`config.mk`:
```
export PLATFORM = sky130hd
export DESIGN_NAME = bezier_path_bounds_unit_flat
export DESIGN_NICKNAME = d
export VERILOG_FILES = /design/src/rtl/bpb_pkg.sv /design/src/rtl/bpb_channels.sv /design/src/rtl/bezier_path_bounds_unit.sv /design/src/rtl/bpb_eval.sv /design/src/rtl/bpb_datapath.sv /design/src/rtl/bpb_ctrl.sv /design/src/flat_wrapper.sv
export SDC_FILE = /design/constraint.sdc
export NUM_CORES = 2
export LEC_CHECK = 0
export ABC_AREA = 1
export BUFFER_PORTS_ARGS = -buffer_cell sky130_fd_sc_hd__buf_2
export CAP_MARGIN = 15
export CORE_ASPECT_RATIO = 1.4
export CORE_MARGIN = 2
export CORE_UTILIZATION = 33
export DETAILED_ROUTE_END_ITERATION = 10
export HOLD_SLACK_MARGIN = 0.08
export PLACE_DENSITY = 0.58
export SETUP_SLACK_MARGIN = 0.15
export SLEW_MARGIN = 20
export SYNTH_ARGS = -nofsm -noshare
export SYNTH_HDL_FRONTEND = slang
export SYNTH_SLANG_ARGS = --single-unit
export TNS_END_PERCENT = 100
```
`constraint.sdc`:
```
create_clock -name clk -period 8.65 [get_ports clk]
set_input_delay 0.865 -clock clk [delete_from_list [all_inputs] [get_ports clk]]
set_output_delay 0.865 -clock clk [all_outputs]
set_load 0.005 [all_outputs]
```
`src/rtl/bpb_pkg.sv`:
```
// bpb_pkg: shared types and codes for the path bounding box block.
// Used by bpb_ctrl, bpb_datapath and the top level. No dependencies.
package bpb_pkg;

  // segment kinds
  localparam logic [1:0] VERB_MOVE  = 2'd0;
  localparam logic [1:0] VERB_LINE  = 2'd1;
  localparam logic [1:0] VERB_QUAD  = 2'd2;
  localparam logic [1:0] VERB_CUBIC = 2'd3;

  typedef enum logic [4:0] {
    S_IDLE, S_AXIS, S_LO_GO, S_LO_W, S_HI_GO, S_HI_W, S_LOOP, S_MID_W,
    S_FOUND, S_NONE, S_PX_GO, S_PX_W, S_PY_GO, S_PY_W, S_PIECE,
    S_ADD_A, S_ADD_B, S_DONE
  } bpb_state_t;

  // coefficient set fed to the evaluator
  typedef enum logic [1:0] {SRC_H, SRC_G, SRC_PX, SRC_PY} bpb_src_t;
  // parameter value fed to the evaluator
  typedef enum logic [1:0] {TSEL_LO, TSEL_HI, TSEL_MID, TSEL_ROOT} bpb_tsel_t;
  // what the root register takes
  typedef enum logic [1:0] {ROOT_KEEP, ROOT_LO, ROOT_HI, ROOT_MID} bpb_root_t;
  // point added to the box
  typedef enum logic [1:0] {ADD_NONE, ADD_P0, ADD_END, ADD_EVAL} bpb_add_t;

  typedef struct packed {
    logic      ld_item;
    logic      eval_go;
    bpb_src_t  src;
    bpb_tsel_t tsel;
    logic      set_slo;
    bpb_root_t root_sel;
    logic      move_lo;
    logic      move_hi;
    logic      start_search;
    logic      pieces_found;
    logic      pieces_none;
    logic      next_piece;
    logic      axis_next;
    logic      hold_x;
    bpb_add_t  add_sel;
    logic      emit;
  } bpb_cmd_t;

  typedef struct packed {
    logic       eval_done;
    logic       res_zero;
    logic       sign_eq;
    logic       span_gt1;
    logic       mode_g;
    logic       split;
    logic       piece;
    logic       axis;
    logic [1:0] verb;
    logic       last;
    logic       out_free;
  } bpb_status_t;

endpackage

```
`src/rtl/bpb_channels.sv`:
```
// Request and result channel interfaces of the bounding box block.
// Depends on nothing; width follows COORD_WIDTH.
interface bpb_in_if #(parameter int COORD_WIDTH = 32);
  logic                          valid;
  logic                          ready;
  logic [1:0]                    verb;
  logic signed [COORD_WIDTH-1:0] p0_x;
  logic signed [COORD_WIDTH-1:0] p0_y;
  logic signed [COORD_WIDTH-1:0] p1_x;
  logic signed [COORD_WIDTH-1:0] p1_y;
  logic signed [COORD_WIDTH-1:0] p2_x;
  logic signed [COORD_WIDTH-1:0] p2_y;
  logic signed [COORD_WIDTH-1:0] p3_x;
  logic signed [COORD_WIDTH-1:0] p3_y;
  logic                          last_segment;
  modport source (output valid, verb, p0_x, p0_y, p1_x, p1_y, p2_x, p2_y, p3_x, p3_y,
                  last_segment, input ready);
  modport sink (input valid, verb, p0_x, p0_y, p1_x, p1_y, p2_x, p2_y, p3_x, p3_y,
                last_segment, output ready);
endinterface

interface bpb_out_if #(parameter int COORD_WIDTH = 32);
  logic                          valid;
  logic                          ready;
  logic signed [COORD_WIDTH-1:0] min_x;
  logic signed [COORD_WIDTH-1:0] min_y;
  logic signed [COORD_WIDTH-1:0] max_x;
  logic signed [COORD_WIDTH-1:0] max_y;
  modport source (output valid, min_x, min_y, max_x, max_y, input ready);
  modport sink (input valid, min_x, min_y, max_x, max_y, output ready);
endinterface

```
`src/rtl/bezier_path_bounds_unit.sv`:
```
// bezier_path_bounds_unit: top level of the path tight bounding box block.
// Depends on bpb_pkg, bpb_channels, bpb_ctrl, bpb_datapath, bpb_eval.
//
// Usage
//  - in_if carries one path segment per request: verb (move, line, quad,
//    cubic), four signed fixed-point points and last_segment.
//  - out_if carries one box (min_x, min_y, max_x, max_y) after each request
//    that has last_segment set; other requests return nothing.
//  - The first request after reset or after an emitted box seeds the box
//    with its first point. Curves add the curve points at the derivative
//    zeros per axis, found by bisection on the hodograph.
// Timing
//  - One request at a time. Curves are bound by the single shared de
//    Casteljau evaluator: one evaluation performs L = 1, 3 or 6 lerps for
//    degree 1, 2 or 3, and a root search takes up to FRAC_BITS + 2
//    evaluations.
//  - The result sits in an output register; the next request is accepted
//    while it waits. Only a second last_segment request stalls, at its end,
//    until the receiver takes the pending box.
//  - Synchronous active-low reset empties the box and drops any result.
module bezier_path_bounds_unit
  import bpb_pkg::*;
#(
  parameter int COORD_WIDTH = 32,
  parameter int FRAC_BITS = 16
) (
  input  logic      clk,
  input  logic      rst_n,
  bpb_in_if.sink    in_if,
  bpb_out_if.source out_if
);
  bpb_cmd_t    cmd;
  bpb_status_t status;

  bpb_ctrl u_ctrl (
    .clk      (clk),
    .rst_n    (rst_n),
    .in_valid (in_if.valid),
    .in_ready (in_if.ready),
    .status   (status),
    .cmd      (cmd)
  );

  bpb_datapath #(.COORD_WIDTH(COORD_WIDTH), .FRAC_BITS(FRAC_BITS)) u_dp (
    .clk       (clk),
    .rst_n     (rst_n),
    .cmd       (cmd),
    .status    (status),
    .in_verb   (in_if.verb),
    .in_p0_x   (in_if.p0_x),
    .in_p0_y   (in_if.p0_y),
    .in_p1_x   (in_if.p1_x),
    .in_p1_y   (in_if.p1_y),
    .in_p2_x   (in_if.p2_x),
    .in_p2_y   (in_if.p2_y),
    .in_p3_x   (in_if.p3_x),
    .in_p3_y   (in_if.p3_y),
    .in_last   (in_if.last_segment),
    .out_ready (out_if.ready),
    .out_valid (out_if.valid),
    .out_min_x (out_if.min_x),
    .out_min_y (out_if.min_y),
    .out_max_x (out_if.max_x),
    .out_max_y (out_if.max_y)
  );
endmodule

```
`src/rtl/bpb_eval.sv`:
```
// bpb_eval: serial de Casteljau evaluator, one lerp at a time.
// Depends on nothing but its ports.
module bpb_eval #(
  parameter int IW = 36,
  parameter int FRAC_BITS = 16
) (
  input  logic                  clk,
  input  logic                  rst_n,
  input  logic                  start,
  input  logic [1:0]            deg,
  input  logic [FRAC_BITS:0]    t,
  input  logic signed [IW-1:0]  c0,
  input  logic signed [IW-1:0]  c1,
  input  logic signed [IW-1:0]  c2,
  input  logic signed [IW-1:0]  c3,
  output logic                  done,
  output logic signed [IW-1:0]  result
);
  localparam int PW = IW + FRAC_BITS + 3;

  logic signed [IW-1:0] w0_r, w1_r, w2_r, w3_r;
  logic signed [PW-1:0] prod_r;
  logic [FRAC_BITS:0]   t_r;
  logic [1:0]           k_r, i_r;
  logic                 busy_r, ph_r, done_r;
  logic signed [IW:0]   diff;
  logic signed [IW-1:0] step;
  logic signed [IW-1:0] cur;
  logic signed [PW-1:0] shifted;

  always_comb begin
    case (i_r)
      2'd0: begin
        diff = {w1_r[IW-1], w1_r} - {w0_r[IW-1], w0_r};
        cur  = w0_r;
      end
      2'd1: begin
        diff = {w2_r[IW-1], w2_r} - {w1_r[IW-1], w1_r};
        cur  = w1_r;
      end
      default: begin
        diff = {w3_r[IW-1], w3_r} - {w2_r[IW-1], w2_r};
        cur  = w2_r;
      end
    endcase
  end

  assign shifted = prod_r >>> FRAC_BITS;
  assign step    = cur + shifted[IW-1:0];

  always_ff @(posedge clk) begin
    if (!rst_n) begin
      busy_r <= 1'b0;
      ph_r   <= 1'b0;
      done_r <= 1'b0;
      k_r    <= '0;
      i_r    <= '0;
    end else begin
      done_r <= 1'b0;
      if (start) begin
        busy_r <= 1'b1;
        ph_r   <= 1'b0;
        k_r    <= deg;
        i_r    <= '0;
      end else if (busy_r) begin
        ph_r <= ~ph_r;
        if (ph_r) begin
          if (i_r == k_r - 2'd1) begin
            i_r <= '0;
            if (k_r == 2'd1) begin
              busy_r <= 1'b0;
              done_r <= 1'b1;
            end else begin
              k_r <= k_r - 2'd1;
            end
          end else begin
            i_r <= i_r + 2'd1;
          end
        end
      end
    end
  end

  always_ff @(posedge clk) begin
    if (start) begin
      w0_r <= c0;
      w1_r <= c1;
      w2_r <= c2;
      w3_r <= c3;
      t_r  <= t;
    end else if (busy_r) begin
      if (!ph_r) begin
        prod_r <= PW'(diff * $signed({1'b0, t_r}));
      end else begin
        case (i_r)
          2'd0:    w0_r <= step;
          2'd1:    w1_r <= step;
          default: w2_r <= step;
        endcase
      end
    end
  end

  assign done   = done_r;
  assign result = w0_r;
endmodule

```
`src/rtl/bpb_datapath.sv`:
```
// bpb_datapath: item registers, box, root search registers, result register.
// Depends on bpb_pkg and bpb_eval.
module bpb_datapath
  import bpb_pkg::*;
#(
  parameter int COORD_WIDTH = 32,
  parameter int FRAC_BITS = 16
) (
  input  logic                          clk,
  input  logic                          rst_n,
  input  bpb_cmd_t                      cmd,
  output bpb_status_t                   status,
  input  logic [1:0]                    in_verb,
  input  logic signed [COORD_WIDTH-1:0] in_p0_x,
  input  logic signed [COORD_WIDTH-1:0] in_p0_y,
  input  logic signed [COORD_WIDTH-1:0] in_p1_x,
  input  logic signed [COORD_WIDTH-1:0] in_p1_y,
  input  logic signed [COORD_WIDTH-1:0] in_p2_x,
  input  logic signed [COORD_WIDTH-1:0] in_p2_y,
  input  logic signed [COORD_WIDTH-1:0] in_p3_x,
  input  logic signed [COORD_WIDTH-1:0] in_p3_y,
  input  logic                          in_last,
  input  logic                          out_ready,
  output logic                          out_valid,
  output logic signed [COORD_WIDTH-1:0] out_min_x,
  output logic signed [COORD_WIDTH-1:0] out_min_y,
  output logic signed [COORD_WIDTH-1:0] out_max_x,
  output logic signed [COORD_WIDTH-1:0] out_max_y
);
  localparam int W  = COORD_WIDTH;
  localparam int IW = COORD_WIDTH + 4;
  localparam int TW = FRAC_BITS + 1;
  localparam logic [TW-1:0] T_ONE = TW'(1) << FRAC_BITS;

  logic signed [W-1:0] px_r [4];
  logic signed [W-1:0] py_r [4];
  logic [1:0]          verb_r;
  logic                last_r;

  logic signed [W-1:0] bmin_x_r, bmin_y_r, bmax_x_r, bmax_y_r;
  logic                seeded_r;

  logic [TW-1:0] lo_r, hi_r, root_r, tv_r;
  logic          slo_neg_r, mode_g_r, split_r, piece_r, axis_r;
  logic signed [W-1:0] x_r;

  logic                 out_valid_r;
  logic signed [W-1:0]  omin_x_r, omin_y_r, omax_x_r, omax_y_r;

  logic signed [IW-1:0] ax [4];
  logic signed [IW-1:0] h0, h1, h2, g0, g1;
  logic signed [IW-1:0] c0, c1, c2, c3;
  logic [1:0]           deg;
  logic [TW-1:0]        tval, mid, span;
  logic                 split_ok;
  logic signed [IW-1:0] res;
  logic                 ev_done;
  logic signed [W-1:0]  add_x, add_y;

  always_comb begin
    for (int k = 0; k < 4; k++) begin
      ax[k] = axis_r ? IW'(py_r[k]) : IW'(px_r[k]);
    end
  end

  assign h0 = ax[1] - ax[0];
  assign h1 = ax[2] - ax[1];
  assign h2 = ax[3] - ax[2];
  assign g0 = h1 - h0;
  assign g1 = h2 - h1;

  always_comb begin
    case (cmd.src)
      SRC_H: begin
        c0 = h0; c1 = h1; c2 = h2; c3 = '0;
        deg = verb_r - 2'd1;
      end
      SRC_G: begin
        c0 = g0; c1 = g1; c2 = '0; c3 = '0;
        deg = 2'd1;
      end
      SRC_PX: begin
        c0 = IW'(px_r[0]); c1 = IW'(px_r[1]); c2 = IW'(px_r[2]); c3 = IW'(px_r[3]);
        deg = verb_r;
      end
      default: begin
        c0 = IW'(py_r[0]); c1 = IW'(py_r[1]); c2 = IW'(py_r[2]); c3 = IW'(py_r[3]);
        deg = verb_r;
      end
    endcase
  end

  assign span = hi_r - lo_r;
  assign mid  = lo_r + (span >> 1);

  always_comb begin
    case (cmd.tsel)
      TSEL_LO:  tval = lo_r;
      TSEL_HI:  tval = hi_r;
      TSEL_MID: tval = mid;
      default:  tval = root_r;
    endcase
  end

  bpb_eval #(.IW(IW), .FRAC_BITS(FRAC_BITS)) u_eval (
    .clk    (clk),
    .rst_n  (rst_n),
    .start  (cmd.eval_go),
    .deg    (deg),
    .t      (tval),
    .c0     (c0),
    .c1     (c1),
    .c2     (c2),
    .c3     (c3),
    .done   (ev_done),
    .result (res)
  );

  assign split_ok = (root_r != '0) && (root_r != T_ONE);

  // point picked for the box update
  always_comb begin
    case (cmd.add_sel)
      ADD_P0: begin
        add_x = px_r[0]; add_y = py_r[0];
      end
      ADD_END: begin
        case (verb_r)
          VERB_LINE: begin add_x = px_r[1]; add_y = py_r[1]; end
          VERB_QUAD: begin add_x = px_r[2]; add_y = py_r[2]; end
          default:   begin add_x = px_r[3]; add_y = py_r[3]; end
        endcase
      end
      default: begin
        add_x = x_r; add_y = res[W-1:0];
      end
    endcase
  end

  // item and search registers
  always_ff @(posedge clk) begin
    if (cmd.ld_item) begin
      px_r[0] <= in_p0_x; py_r[0] <= in_p0_y;
      px_r[1] <= in_p1_x; py_r[1] <= in_p1_y;
      px_r[2] <= in_p2_x; py_r[2] <= in_p2_y;
      px_r[3] <= in_p3_x; py_r[3] <= in_p3_y;
    end
    if (cmd.hold_x) x_r <= res[W-1:0];
    if (cmd.set_slo) slo_neg_r <= res[IW-1];
    case (cmd.root_sel)
      ROOT_LO:  root_r <= lo_r;
      ROOT_HI:  root_r <= hi_r;
      ROOT_MID: root_r <= mid;
      default:  root_r <= root_r;
    endcase
    if (cmd.move_lo) lo_r <= mid;
    if (cmd.move_hi) hi_r <= mid;
    if (cmd.start_search || cmd.pieces_none) begin
      lo_r <= '0;
      hi_r <= T_ONE;
    end
    if (cmd.pieces_found) begin
      tv_r <= root_r;
      lo_r <= '0;
      hi_r <= split_ok ? root_r : T_ONE;
    end
    if (cmd.next_piece) begin
      lo_r <= tv_r;
      hi_r <= T_ONE;
    end
  end

  // control flags and box
  always_ff @(posedge clk) begin
    if (!rst_n) begin
      verb_r      <= VERB_MOVE;
      last_r      <= 1'b0;
      seeded_r    <= 1'b0;
      bmin_x_r    <= '0;
      bmin_y_r    <= '0;
      bmax_x_r    <= '0;
      bmax_y_r    <= '0;
      mode_g_r    <= 1'b0;
      split_r     <= 1'b0;
      piece_r     <= 1'b0;
      axis_r      <= 1'b0;
      out_valid_r <= 1'b0;
    end else begin
      if (cmd.emit)                     out_valid_r <= 1'b1;
      else if (out_valid_r && out_ready) out_valid_r <= 1'b0;
      if (cmd.ld_item) begin
        verb_r <= in_verb;
        last_r <= in_last;
        axis_r <= 1'b0;
        if (!seeded_r) begin
          seeded_r <= 1'b1;
          bmin_x_r <= in_p0_x; bmax_x_r <= in_p0_x;
          bmin_y_r <= in_p0_y; bmax_y_r <= in_p0_y;
        end
      end
      if (cmd.start_search) begin
        mode_g_r <= (verb_r == VERB_CUBIC);
        split_r  <= 1'b0;
        piece_r  <= 1'b0;
      end
      if (cmd.pieces_found) begin
        mode_g_r <= 1'b0;
        split_r  <= split_ok;
      end
      if (cmd.pieces_none) begin
        mode_g_r <= 1'b0;
        split_r  <= 1'b0;
      end
      if (cmd.next_piece) piece_r <= 1'b1;
      if (cmd.axis_next) axis_r <= 1'b1;
      if (cmd.add_sel != ADD_NONE) begin
        if (add_x < bmin_x_r) bmin_x_r <= add_x;
        if (add_x > bmax_x_r) bmax_x_r <= add_x;
        if (add_y < bmin_y_r) bmin_y_r <= add_y;
        if (add_y > bmax_y_r) bmax_y_r <= add_y;
      end
      if (cmd.emit) begin
        seeded_r    <= 1'b0;
        bmin_x_r    <= '0;
        bmin_y_r    <= '0;
        bmax_x_r    <= '0;
        bmax_y_r    <= '0;
      end
    end
  end

  always_ff @(posedge clk) begin
    if (cmd.emit) begin
      omin_x_r <= seeded_r ? bmin_x_r : '0;
      omin_y_r <= seeded_r ? bmin_y_r : '0;
      omax_x_r <= seeded_r ? bmax_x_r : '0;
      omax_y_r <= seeded_r ? bmax_y_r : '0;
    end
  end

  assign status.eval_done = ev_done;
  assign status.res_zero  = (res == '0);
  assign status.sign_eq   = (res[IW-1] == slo_neg_r);
  assign status.span_gt1  = (span > TW'(1));
  assign status.mode_g    = mode_g_r;
  assign status.split     = split_r;
  assign status.piece     = piece_r;
  assign status.axis      = axis_r;
  // kind of the incoming segment, read by the sequencer in idle
  assign status.verb      = in_verb;
  assign status.last      = last_r;
  assign status.out_free  = !out_valid_r || out_ready;

  assign out_valid = out_valid_r;
  assign out_min_x = omin_x_r;
  assign out_min_y = omin_y_r;
  assign out_max_x = omax_x_r;
  assign out_max_y = omax_y_r;
endmodule

```
`src/rtl/bpb_ctrl.sv`:
```
// bpb_ctrl: sequencer for segment handling and per-axis root search.
// Depends on bpb_pkg.
module bpb_ctrl
  import bpb_pkg::*;
(
  input  logic        clk,
  input  logic        rst_n,
  input  logic        in_valid,
  output logic        in_ready,
  input  bpb_status_t status,
  output bpb_cmd_t    cmd
);
  bpb_state_t state_r, state_nxt;

  always_ff @(posedge clk) begin
    if (!rst_n) state_r <= S_IDLE;
    else        state_r <= state_nxt;
  end

  always_comb begin
    state_nxt = state_r;
    case (state_r)
      S_IDLE:
        if (in_valid) begin
          // segment kind decides the path out of idle
          case (status.verb)
            VERB_MOVE: state_nxt = S_DONE;
            VERB_LINE: state_nxt = S_ADD_A;
            default:   state_nxt = S_AXIS;
          endcase
        end
      S_AXIS:  state_nxt = S_LO_GO;
      S_LO_GO: state_nxt = S_LO_W;
      S_LO_W:
        if (status.eval_done) begin
          state_nxt = status.res_zero ? S_FOUND : S_HI_GO;
        end
      S_HI_GO: state_nxt = S_HI_W;
      S_HI_W:
        if (status.eval_done) begin
          if (status.res_zero)     state_nxt = S_FOUND;
          else if (status.sign_eq) state_nxt = S_NONE;
          else                     state_nxt = S_LOOP;
        end
      S_LOOP:  state_nxt = status.span_gt1 ? S_MID_W : S_FOUND;
      S_MID_W:
        if (status.eval_done) begin
          state_nxt = status.res_zero ? S_FOUND : S_LOOP;
        end
      S_FOUND: state_nxt = status.mode_g ? S_LO_GO : S_PX_GO;
      S_NONE:  state_nxt = status.mode_g ? S_LO_GO : S_PIECE;
      S_PX_GO: state_nxt = S_PX_W;
      S_PX_W:  if (status.eval_done) state_nxt = S_PY_GO;
      S_PY_GO: state_nxt = S_PY_W;
      S_PY_W:  if (status.eval_done) state_nxt = S_PIECE;
      S_PIECE: begin
        if (status.split && !status.piece) state_nxt = S_LO_GO;
        else if (!status.axis)             state_nxt = S_AXIS;
        else                               state_nxt = S_ADD_A;
      end
      S_ADD_A: state_nxt = S_ADD_B;
      S_ADD_B: state_nxt = S_DONE;
      S_DONE:
        if (!status.last)         state_nxt = S_IDLE;
        else if (status.out_free) state_nxt = S_IDLE;
      default: state_nxt = S_IDLE;
    endcase
  end

  always_comb begin
    cmd      = '0;
    cmd.src  = status.mode_g ? SRC_G : SRC_H;
    cmd.tsel = TSEL_LO;
    in_ready = 1'b0;
    case (state_r)
      S_IDLE: begin
        in_ready    = 1'b1;
        cmd.ld_item = in_valid;
      end
      S_AXIS: cmd.start_search = 1'b1;
      S_LO_GO: begin
        cmd.eval_go = 1'b1;
        cmd.tsel    = TSEL_LO;
      end
      S_LO_W:
        if (status.eval_done) begin
          cmd.set_slo = 1'b1;
          if (status.res_zero) cmd.root_sel = ROOT_LO;
        end
      S_HI_GO: begin
        cmd.eval_go = 1'b1;
        cmd.tsel    = TSEL_HI;
      end
      S_HI_W:
        if (status.eval_done && status.res_zero) begin
          cmd.root_sel = ROOT_HI;
        end
      S_LOOP: begin
        if (status.span_gt1) begin
          cmd.eval_go = 1'b1;
          cmd.tsel    = TSEL_MID;
        end else begin
          cmd.root_sel = ROOT_LO;
        end
      end
      S_MID_W: begin
        cmd.tsel = TSEL_MID;
        if (status.eval_done) begin
          if (status.res_zero)     cmd.root_sel = ROOT_MID;
          else if (status.sign_eq) cmd.move_lo  = 1'b1;
          else                     cmd.move_hi  = 1'b1;
        end
      end
      S_FOUND: cmd.pieces_found = status.mode_g;
      S_NONE:  cmd.pieces_none  = status.mode_g;
      S_PX_GO: begin
        cmd.eval_go = 1'b1;
        cmd.src     = SRC_PX;
        cmd.tsel    = TSEL_ROOT;
      end
      S_PX_W: cmd.hold_x = status.eval_done;
      S_PY_GO: begin
        cmd.eval_go = 1'b1;
        cmd.src     = SRC_PY;
        cmd.tsel    = TSEL_ROOT;
      end
      S_PY_W:
        if (status.eval_done) cmd.add_sel = ADD_EVAL;
      S_PIECE: begin
        if (status.split && !status.piece) cmd.next_piece = 1'b1;
        else if (!status.axis)             cmd.axis_next  = 1'b1;
      end
      S_ADD_A: cmd.add_sel = ADD_P0;
      S_ADD_B: cmd.add_sel = ADD_END;
      S_DONE:  cmd.emit = status.last && status.out_free;
      default: cmd = '0;
    endcase
  end
endmodule

```
`src/flat_wrapper.sv`:
```
// flat-port wrapper written by rule: the top's interface ports become plain ports
module bezier_path_bounds_unit_flat import bpb_pkg::*;
#(
  parameter int COORD_WIDTH = 32,
  parameter int FRAC_BITS = 16
)
  (clk, rst_n, in_if_valid, in_if_verb, in_if_p0_x, in_if_p0_y, in_if_p1_x, in_if_p1_y, in_if_p2_x, in_if_p2_y, in_if_p3_x, in_if_p3_y, in_if_last_segment, in_if_ready, out_if_valid, out_if_min_x, out_if_min_y, out_if_max_x, out_if_max_y, out_if_ready);
  bpb_in_if #(.COORD_WIDTH(COORD_WIDTH)) in_if_i ();
  bpb_out_if #(.COORD_WIDTH(COORD_WIDTH)) out_if_i ();
  input  logic clk;
  input  logic rst_n;
  input wire logic [$bits(in_if_i.valid)-1:0] in_if_valid;
  input wire logic [$bits(in_if_i.verb)-1:0] in_if_verb;
  input wire logic [$bits(in_if_i.p0_x)-1:0] in_if_p0_x;
  input wire logic [$bits(in_if_i.p0_y)-1:0] in_if_p0_y;
  input wire logic [$bits(in_if_i.p1_x)-1:0] in_if_p1_x;
  input wire logic [$bits(in_if_i.p1_y)-1:0] in_if_p1_y;
  input wire logic [$bits(in_if_i.p2_x)-1:0] in_if_p2_x;
  input wire logic [$bits(in_if_i.p2_y)-1:0] in_if_p2_y;
  input wire logic [$bits(in_if_i.p3_x)-1:0] in_if_p3_x;
  input wire logic [$bits(in_if_i.p3_y)-1:0] in_if_p3_y;
  input wire logic [$bits(in_if_i.last_segment)-1:0] in_if_last_segment;
  output wire logic [$bits(in_if_i.ready)-1:0] in_if_ready;
  output wire logic [$bits(out_if_i.valid)-1:0] out_if_valid;
  output wire logic [$bits(out_if_i.min_x)-1:0] out_if_min_x;
  output wire logic [$bits(out_if_i.min_y)-1:0] out_if_min_y;
  output wire logic [$bits(out_if_i.max_x)-1:0] out_if_max_x;
  output wire logic [$bits(out_if_i.max_y)-1:0] out_if_max_y;
  input wire logic [$bits(out_if_i.ready)-1:0] out_if_ready;
  assign in_if_i.valid = in_if_valid;
  assign in_if_i.verb = in_if_verb;
  assign in_if_i.p0_x = in_if_p0_x;
  assign in_if_i.p0_y = in_if_p0_y;
  assign in_if_i.p1_x = in_if_p1_x;
  assign in_if_i.p1_y = in_if_p1_y;
  assign in_if_i.p2_x = in_if_p2_x;
  assign in_if_i.p2_y = in_if_p2_y;
  assign in_if_i.p3_x = in_if_p3_x;
  assign in_if_i.p3_y = in_if_p3_y;
  assign in_if_i.last_segment = in_if_last_segment;
  assign in_if_ready = in_if_i.ready;
  assign out_if_valid = out_if_i.valid;
  assign out_if_min_x = out_if_i.min_x;
  assign out_if_min_y = out_if_i.min_y;
  assign out_if_max_x = out_if_i.max_x;
  assign out_if_max_y = out_if_i.max_y;
  assign out_if_i.ready = out_if_ready;
  bezier_path_bounds_unit #(.COORD_WIDTH(COORD_WIDTH), .FRAC_BITS(FRAC_BITS)) u_core (.clk(clk), .rst_n(rst_n), .in_if(in_if_i), .out_if(out_if_i));
endmodule
```
==> flow_summary_export.csv <==
group,metric,value,unit
global_route,grt_pass1_wl,597.8,mm
critical_path,critPathKind,"reg -> reg",
floorplanning,die_y,602.0,um
routing,drt-total-wl,429.4,mm
yosys,synthArstFlopShare,0,
critical_path,slowest_delay,0.54,ns
global_route,grt_pass1_vias,82590,
routing,wl_per_cell,27.84,um
hold_path,whs_endpoint,"u_core.u_dp.py_r[2][14]$_DFFE_PP_",
yosys,yosys-top-cells-area,"edfxtp_1, fa_1, nand2_1",
floorplanning,die_area,0.2595,mm^2
floorplanning,start_util,0.3318,
flow_run,max_cap_violations,0,
yosys,synth_top_flop_cell,"edfxtp_1",
finish,n_fill_cell,27070,
sta,timing.fmax,120.7,MHz
finish,nets,13460,
sta,hold_viol,0,
global_route,antenna_found_initial,43,
critical_path,reg2reg_depth,35,
sta,worst_pin_slew,1.397,ns
cts,cts_buffer_depth,3,
critical_path,cp_slowest_cell,"fa_1",
sta,fin_crit_sh,0.9579,
place,io_buffers,392,
yosys,yosysMostFrequentCell,"nand2_1",
critical_path,arrival,8.80,ns
yosys,synth-edff-count,661,
sta,skew,0.06473,ns
floorplanning,num_rows,219,
hold_path,hold_start,"in_if_p2_y[14]",
floorplanning,core,0.2540,mm^2
critical_path,reg2reg_to,"u_core.u_dp.u_eval.prod_r[40]$_DFFE_PP_",
routing,num_vias,82860,
yosys,yosys_warnings,0,
critical_path,cp_max_fo,5,
critical_path,worstPathRequired,9.16,ns
routing,drt_iter0_markers,7052,
cts,clock_latency,0.77,ns
routing,post_drt_via_cell_ratio,5.372,
global_route,globalRouteTotalUtil,0.3243,
hold_path,holdPathStages,1,
yosys,ys_types,65,
place,place_congestion,1.083,
sta,drv_slew,0,
routing,remaining_drc_errors,0,
routing,drt-pass1-iter-count,6,
cts,ctsHoldBuffers,0,
cts,cts_made_buffers,89,
yosys,syn_inst,11410,
sta,setup_viol,0,
finish,drive_gt1_frac,0.1084,
critical_path,r2r_start,"u_core.u_dp.u_eval.w1_r[19]$_DFFE_PP_",
sta,fin_crit,8.286,ns
cts,cts_max_level,3,
yosys,synth_area_leader_cell,"edfxtp_1",
routing,drt.antenna.violating_nets,0,
yosys,ys_top_cells_by_count,"nand2_1, inv_1, nor2_1",
sta,rsz0062_at_grt,"no",
cts,cts_tree,"done",
yosys,synth_nets,12850,
yosys,ys_ff_latch,827,
cts,clock-root-buffer,"clkbuf_16",
yosys,syn_area,0.08429,mm^2
floorplanning,pin_count,393,
sta,finalSetupTns,0,ns
status,outcome,"finished clean",
cts,clkTransAtPathRegs,0.07,ns
global_route,overflow,0,
yosys,avgSynthCellArea,7.391,um^2
finish,syn2layout_area_growth,15.19,%
yosys,yosysSeqAreaShare,0.2749,
floorplanning,die_x,431.1,um
sta,relSlewSlack,0.06856,
global_route,grt_max_degree,189,
critical_path,rrSetupSlack,0.36,ns
cts,clock_sinks,827,
hold_path,hold_path_class,"in -> reg",
critical_path,critPathLaunchType,"flop",
finish,utilization,0.3823,
place,place_hpwl,356.2,mm
yosys,synth_top_area_share,0.2355,
critical_path,worstSetupEndpointType,"flop",
## critical path, delay by kind of cell, from the launching register on
family / cells / cell delay (ns)
xor gates and xnor gates: 1 / 0.18
and+or+nand+nor: 9 / 1.04
adders and majority gates: 8 / 3.70
buffers and inverters: 11 / 1.29
AOI/OAI and AO/OA: 6 / 1.44
DFF: 1 / 0.39
## logic make-up after synthesis
group,Yosys count,synth area share
AO/OA/AOI/OAI,2146,0.1430
XOR/XNOR,215,0.02234
adder cells (fa/ha/maj),1179,0.2271
buffers and inverters,2625,0.1180
flip-flops,827,0.2749
multiplexers,28,0.003325
AND/OR/NAND/NOR,4385,0.2113
## worst max-delay path by stage
stage	from	endpoint	slack, ns	cells after the start
final	u_core.u_dp.u_eval.w1_r[19]$_DFFE_PP_	u_core.u_dp.u_eval.prod_r[40]$_DFFE_PP_	0.36	35
after global routing	u_core.u_dp.u_eval.w1_r[10]$_DFFE_PP_	u_core.u_dp.u_eval.prod_r[51]$_DFFE_PP_	0.11	41
after CTS	u_core.u_dp.u_eval.w2_r[0]$_DFFE_PP_	u_core.u_dp.u_eval.prod_r[49]$_DFFE_PP_	0.13	36
after detailed placement	u_core.u_dp.u_eval.result[0]$_DFFE_PP_	u_core.u_dp.u_eval.prod_r[49]$_DFFE_PP_	-0.03	38
after global placement	u_core.u_dp.u_eval.w2_r[17]$_DFFE_PP_	u_core.u_dp.u_eval.prod_r[49]$_DFFE_PP_	-0.01	32
after floorplan	u_core.u_dp.u_eval.w3_r[0]$_DFFE_PP_	u_core.u_dp.u_eval.prod_r[41]$_DFFE_PP_	0.98	37
## area by class of cell
cell class	instances	area (um^2)	area share
Clock buffer	101	2303	0.02372
Inverter	2255	8479	0.08733
Sequential cell	827	23180	0.2387
Tap cell	3315	4148	0.04272
Multi-Input combinational cell	7954	52140	0.5370
Timing Repair Buffer	887	5949	0.06127
Clock inverter	63	844.6	0.008698
Antenna cell	22	55.05	0.0005670
## metrics by stage
step	setup WS (ns)	std cells	hold WS [ns]	cell area (um^2)
final	0.3639	15420	0.2766	97100
after global routing	0.1130	15400	0.2610	97050
after CTS	0.1284	15360	0.2665	95900
after detailed placement	-0.03369	15190	0.4339	92710
after global placement	-0.01262	15190	0.4330	92710
after floorplan	0.9790	11410	0.4264	84290
## cells in the final DEF, fill, tap and decap left out, types with 138 or more instances in the layout
cell type  count
a21oi_1      741
buf_2        392
buf_4        466
dfxtp_1      164
edfxtp_1     661
fa_1         577
ha_1         565
inv_1       2225
nand2_1     2643
nand3_1      381
nand4_1      138
nor2_1       972
o21ai_0      805
xor2_1       150
## layer usage
metal | vias up | track usage | routed length [um]
met5 | - | 0 | 149
met4 | 22 | 0.2965 | 48170
met3 | 1203 | 0.05417 | 25770
met2 | 3599 | 0.5502 | 204500
met1 | 40140 | 0.3435 | 150800
li1 | 37900 | - | -
## timing repair
item	4_1_cts	5_1_grt
resized for setup	9	180
endpoints found under the setup margin	17	30
cloned	0	2
pin swaps	1	41
buffers inserted	0	36
## sequential cells by signal, summed over array words and instances (netlist names), 36 cells and up
name and flops:
u_core.u_dp.py_r 128, u_core.u_dp.u_eval.result 36, u_core.u_dp.u_eval.w1_r 36, u_core.u_dp.u_eval.w2_r 36, u_core.u_dp.u_eval.prod_r 36, u_core.u_dp.px_r 128
Power is left out: the tool's default activity adds up to more than one toggle a clock period on the data nets, which glitch-free logic cannot reach.
